[config.mk]
export PLATFORM = sky130hd
export DESIGN_NAME = put_ram
export DESIGN_NICKNAME = d
export VERILOG_FILES = /design/src/rtl/put_ram.sv
export SDC_FILE = /design/constraint.sdc
export NUM_CORES = 1
export LEC_CHECK = 0
export BUFFER_PORTS_ARGS = -buffer_cell sky130_fd_sc_hd__buf_2
export CAP_MARGIN = 20
export CORE_ASPECT_RATIO = 0.5
export CORE_MARGIN = 2
export CORE_UTILIZATION = 40
export DETAILED_ROUTE_END_ITERATION = 10
export PLACE_DENSITY = 0.57
export SLEW_MARGIN = 20
export SYNTH_ARGS = -nofsm -noshare
export SYNTH_HDL_FRONTEND = slang
export SYNTH_SLANG_ARGS = --single-unit
[constraint.sdc]
create_clock -name clk -period 2.07 [get_ports clk]
set_clock_uncertainty 0.1 [all_clocks]
set_input_delay 0.414 -clock clk [delete_from_list [all_inputs] [get_ports clk]]
set_output_delay 0.414 -clock clk [all_outputs]
set_load 0.02 [all_outputs]
[src/rtl/put_ram.sv]
// ----------------------------------------------------------------------------
// put_ram
// Generic single-write, single-read synchronous RAM with a registered read.
// ----------------------------------------------------------------------------
module put_ram #(
    parameter int WIDTH  = 8,
    parameter int DEPTH  = 16,
    parameter int ADDR_W = (DEPTH > 1) ? $clog2(DEPTH) : 1
) (
    input  logic              clk,
    input  logic              we,
    input  logic [ADDR_W-1:0] waddr,
    input  logic [WIDTH-1:0]  wdata,
    input  logic              re,
    input  logic [ADDR_W-1:0] raddr,
    output logic [WIDTH-1:0]  rdata
);

    logic [WIDTH-1:0] mem [DEPTH];

    always_ff @(posedge clk)
    begin
        if (we)
        begin
            mem[waddr] <= wdata;
        end
        if (re)
        begin
            rdata <= mem[raddr];
        end
    end

endmodule

==> flow_summary.html <==
<table>
<tr><th>Metric</th><th>Value</th></tr>
<tr><th colspan="2">Hold path</th></tr>
<tr><td>Type of the most critical hold path</td><td>input port to register</td></tr>
<tr><td>Worst Hold Endpoint</td><td>rdata[2]</td></tr>
<tr><td>Worst hold path startpoint</td><td>re</td></tr>
<tr><td>Cell count of the worst hold path</td><td>1</td></tr>
<tr><th colspan="2">STA</th></tr>
<tr><td>Setup TNS</td><td>0 ns</td></tr>
<tr><td>Maximum clock frequency</td><td>550.9 MHz</td></tr>
<tr><td>Count of final setup violators</td><td>0</td></tr>
<tr><td>Min cycle time layout</td><td>around 1.8 ns</td></tr>
<tr><td>Worst slew margin relative to its limit</td><td>approximately 74%</td></tr>
<tr><td>Pin slew with the least headroom to its limit</td><td>0.3880 ns</td></tr>
<tr><td>Final max-slew violation count</td><td>0</td></tr>
<tr><td>Fin. Hold Viols</td><td>0</td></tr>
<tr><td>RSZ-0062 raised after global routing</td><td>no</td></tr>
<tr><td>Final critical-path setup slack</td><td>0.2548 ns</td></tr>
<tr><td>Portion of the clock cycle consumed by the worst path in the final layout</td><td>87.69%</td></tr>
<tr><th colspan="2">GRT</th></tr>
<tr><td>Initial antenna violation count</td><td>0</td></tr>
<tr><td>Via count of the first global-routing pass</td><td>around 2,500</td></tr>
<tr><td>Total GRT Usage</td><td>15.39%</td></tr>
<tr><td>Largest net degree at the start of global routing</td><td>29</td></tr>
<tr><td>First-pass GRT wire length</td><td>approximately 15 mm</td></tr>
<tr><td>Aggregate global routing overflow</td><td>0</td></tr>
<tr><th colspan="2">Finish</th></tr>
<tr><td>Most common library cell in the layout ignoring fill and taps</td><td>sky130_fd_sc_hd__edfxtp_1</td></tr>
<tr><td>Antenna diode count</td><td>0</td></tr>
<tr><td>Layout net count</td><td>309</td></tr>
<tr><td>Number of fill cells</td><td>1,011</td></tr>
<tr><td>Layout cell share with drive strength beyond 1</td><td>33.66%</td></tr>
<tr><td>Commonest non-fill, non-tap cells in the layout</td><td>sky130_fd_sc_hd__edfxtp_1, sky130_fd_sc_hd__buf_2, sky130_fd_sc_hd__buf_4, sky130_fd_sc_hd__mux4_2, sky130_fd_sc_hd__clkbuf_16</td></tr>
<tr><td>Synth-to-layout area growth</td><td>22.19%</td></tr>
<tr><td>Final Core Density</td><td>50.30%</td></tr>
<tr><th colspan="2">Critical path</th></tr>
<tr><td>Slack of the worst reg-to-reg path</td><td>0.37 ns</td></tr>
<tr><td>Cell with the largest stage delay on the worst path</td><td>sky130_fd_sc_hd__mux4_1</td></tr>
<tr><td>Data required, critical path</td><td>between 2 and 2.5 ns</td></tr>
<tr><td>Critical path start-end classification</td><td>input port to register</td></tr>
<tr><td>Family with the most delay on the worst path</td><td>multiplexers</td></tr>
<tr><td>Worst flop-to-flop path endpoint</td><td>rdata[0]</td></tr>
<tr><td>CP startpoint kind</td><td>input port</td></tr>
<tr><td>Critical Path Stages</td><td>6</td></tr>
<tr><td>CP bufs+invs</td><td>3</td></tr>
<tr><td>Peak fanout along the critical path</td><td>14</td></tr>
<tr><td>Cell Chain, Critical Path</td><td>buf_2 -&gt; buf_12 -&gt; buf_12 -&gt; mux4_1 -&gt; a22oi_1 -&gt; nand2_1</td></tr>
<tr><td>R2R Path Start</td><td>mem[6][0]</td></tr>
<tr><td>R2r worst-path depth</td><td>3</td></tr>
<tr><td>Type of destination of the critical path</td><td>register</td></tr>
<tr><td>Worst EP arrival</td><td>1.85 ns</td></tr>
<tr><td>Most repeated library cell on the critical path</td><td>sky130_fd_sc_hd__buf_12</td></tr>
<tr><td>Critical path's largest stage delay</td><td>0.53 ns</td></tr>
<tr><th colspan="2">Clock network</th></tr>
<tr><td>Worst-skew pair later-pin latency</td><td>roughly 0.41 ns</td></tr>
<tr><td>Clock root buffer</td><td>sky130_fd_sc_hd__clkbuf_16</td></tr>
<tr><td>CTS Hold Buffers Added</td><td>0</td></tr>
<tr><td>H-tree depth</td><td>4</td></tr>
<tr><td>Clock tree from TritonCTS</td><td>built</td></tr>
<tr><td>Number of clock buffers inserted by TritonCTS</td><td>17</td></tr>
<tr><td>Clock transition time at the flip-flop clock pins of the worst setup and hold paths</td><td>0.05 ns</td></tr>
<tr><td>Total of cells resized after clock tree synthesis</td><td>0</td></tr>
<tr><td>TritonCTS Sinks</td><td>about 140</td></tr>
<tr><td>Post-CTS setup buffer count</td><td>0</td></tr>
<tr><td>Maximum count of clock buffers along a single path</td><td>2</td></tr>
<tr><th colspan="2">Pwr</th></tr>
<tr><td>Tot Pwr</td><td>6770 uW</td></tr>
<tr><td>Power per standard cell area</td><td>1060 nW/um2</td></tr>
<tr><td>Leakage power summed over all cells</td><td>0.002182 uW</td></tr>
<tr><td>Peak VDD IR</td><td>0.6937 mV</td></tr>
<tr><th colspan="2">Synthesis</th></tr>
<tr><td>Number of nets produced by synthesis</td><td>248</td></tr>
<tr><td>Yosys synthesis warning count</td><td>0</td></tr>
<tr><td>Mapped cell area</td><td>5228 um2</td></tr>
<tr><td>Part of the Yosys area used for sequential elements</td><td>roughly four fifths</td></tr>
<tr><td>Average size of a mapped cell</td><td>22.83 um2</td></tr>
<tr><td>Cell type contributing the most total cell area after synthesis</td><td>sky130_fd_sc_hd__edfxtp_1</td></tr>
<tr><td>Synth area leaders</td><td>sky130_fd_sc_hd__edfxtp_1, sky130_fd_sc_hd__mux4_2, sky130_fd_sc_hd__mux4_1</td></tr>
<tr><td>Instance count of the mapped netlist</td><td>~230</td></tr>
<tr><td>Netlist cell types</td><td>18</td></tr>
<tr><td>Flip-flop and latch count after synthesis</td><td>136</td></tr>
<tr><td>Area fraction of the dominant cell type after synthesis</td><td>between 70% and 80%</td></tr>
<tr><th colspan="2">Routing</th></tr>
<tr><td>Starting DRC count in detailed routing</td><td>228</td></tr>
<tr><td>Antenna violation net count after detailed routing</td><td>0</td></tr>
<tr><td>Count of TritonRoute iterations in the first routing pass</td><td>4</td></tr>
<tr><td>Routed vias/inst</td><td>around 5.2</td></tr>
<tr><td>Final routed wirelength across all metal layers</td><td>10.05 mm</td></tr>
<tr><td>DRC violation count after routing</td><td>0</td></tr>
<tr><td>Avg WL per Cell</td><td>21.25 um</td></tr>
<tr><td>Total vias in the final route</td><td>2,481</td></tr>
<tr><th colspan="2">Die</th></tr>
<tr><td>Total die area</td><td>~14,000 um2</td></tr>
<tr><td>Initial core utilization</td><td>41.16%</td></tr>
<tr><td>Core Footprint</td><td>between 10,000 and 15,000 um2</td></tr>
<tr><td>Total number of placement rows</td><td>29</td></tr>
<tr><td>Overall die width</td><td>165.7 um</td></tr>
<tr><td>Die extent in y</td><td>between 80 and 90 um</td></tr>
<tr><td>Top Ports</td><td>27</td></tr>
<tr><th colspan="2">Placed design</th></tr>
<tr><td>Global placement routability congestion</td><td>between 0.7 and 0.8</td></tr>
<tr><td>HPWL Detailed</td><td>6.453 mm</td></tr>
<tr><td>Worst slack, placed</td><td>-0.1099 ns</td></tr>
<tr><td>Number of input and output port buffers inserted</td><td>26</td></tr>
<tr><th colspan="2">Flow run</th></tr>
<tr><td>Maxcap violations</td><td>0</td></tr>
<tr><th colspan="2">Run status</th></tr>
<tr><td>Status</td><td>finished clean</td></tr>
</table>
-- report_power, final --
part	leakage, uW	internal [uW]	switching [uW]
combinational	0.000626	136	183
clock	0.000319	2250	1090
sequential	0.00124	3100	14.3
-- cell type report --
cell class	count	area, um2	area share [%]
sequential	136	4084	63.94
multi-input combinational	83	1057	16.55
clock buffer	18	429.2	6.719
timing repair buffer	52	375.4	5.877
clock inverter	14	229.0	3.585
tap	170	212.7	3.330
-- cell families (layout without fill, tap and decap cells) --
logic type             count (synthesis)  after routing  synth area share, %
AO/OA/AOI/OAI                         16             16                2.298
flip-flops                           136            136                78.12
multiplexers                          32             32                14.79
AND/OR/NAND/NOR                       35             35                3.136
buffers and inverters                 10             84                1.651
-- layer usage --
| layer | wire length, um | global-route usage [%] | vias up |
|---|---|---|---|
| li1 | - | - | 1105 |
| met1 | 4817 | 22.44 | 1283 |
| met2 | 4482 | 22.07 | 86 |
| met3 | 663 | 4.851 | 7 |
| met4 | 87 | 5.455 | 0 |
| met5 | 0 | 0 | - |
-- synth_stat cells, drive strengths merged --
| cell | instances |
|---|---|
| edfxtp | 136 |
| mux4 | 32 |
| a22oi | 16 |
| nor2 | 13 |
| nand2 | 9 |
| buf | 7 |
| nor3 | 4 |
| clkdlybuf4s25 | 3 |
| nand2b | 2 |
| nand3b | 2 |
| and2 | 1 |
| and2b | 1 |
| nand3 | 1 |
| nor2b | 1 |
| or3b | 1 |
-- worst register-to-register path, delay by kind of cell (launching register included) --
| family | cells | cell delay (ns) |
|---|---|---|
| flops | 1 | 0.36 |
| simple gates | 1 | 0.11 |
| mux | 1 | 0.54 |
| compound gates | 1 | 0.32 |
-- registers in the layout, summed over array words and instances, names as in the netlist --
register and flops:
mem 128, rdata 8
-- through the flow --
stage	cell area (um2)	cells	hold WS, ns
3_3_place_gp	5729	441	0.6348
6_report	6387	473	0.2688
3_5_place_dp	5729	441	0.6423
4_1_cts	6387	473	0.2552
2_1_floorplan	5228	229	0.4129
5_1_grt	6387	473	0.2564
-- worst max-delay path by stage --
stage                        start         to  slack (ns)
after floorplan           waddr[2]  mem[0][0]        0.06
after global placement    raddr[0]   rdata[0]        -0.1
after detailed placement  raddr[0]   rdata[0]       -0.11
after CTS                 raddr[0]   rdata[0]        0.28
after global routing      raddr[0]   rdata[0]        0.25
final                     raddr[0]   rdata[0]        0.25
No activity file was read; power rests on OpenSTA's default activity.
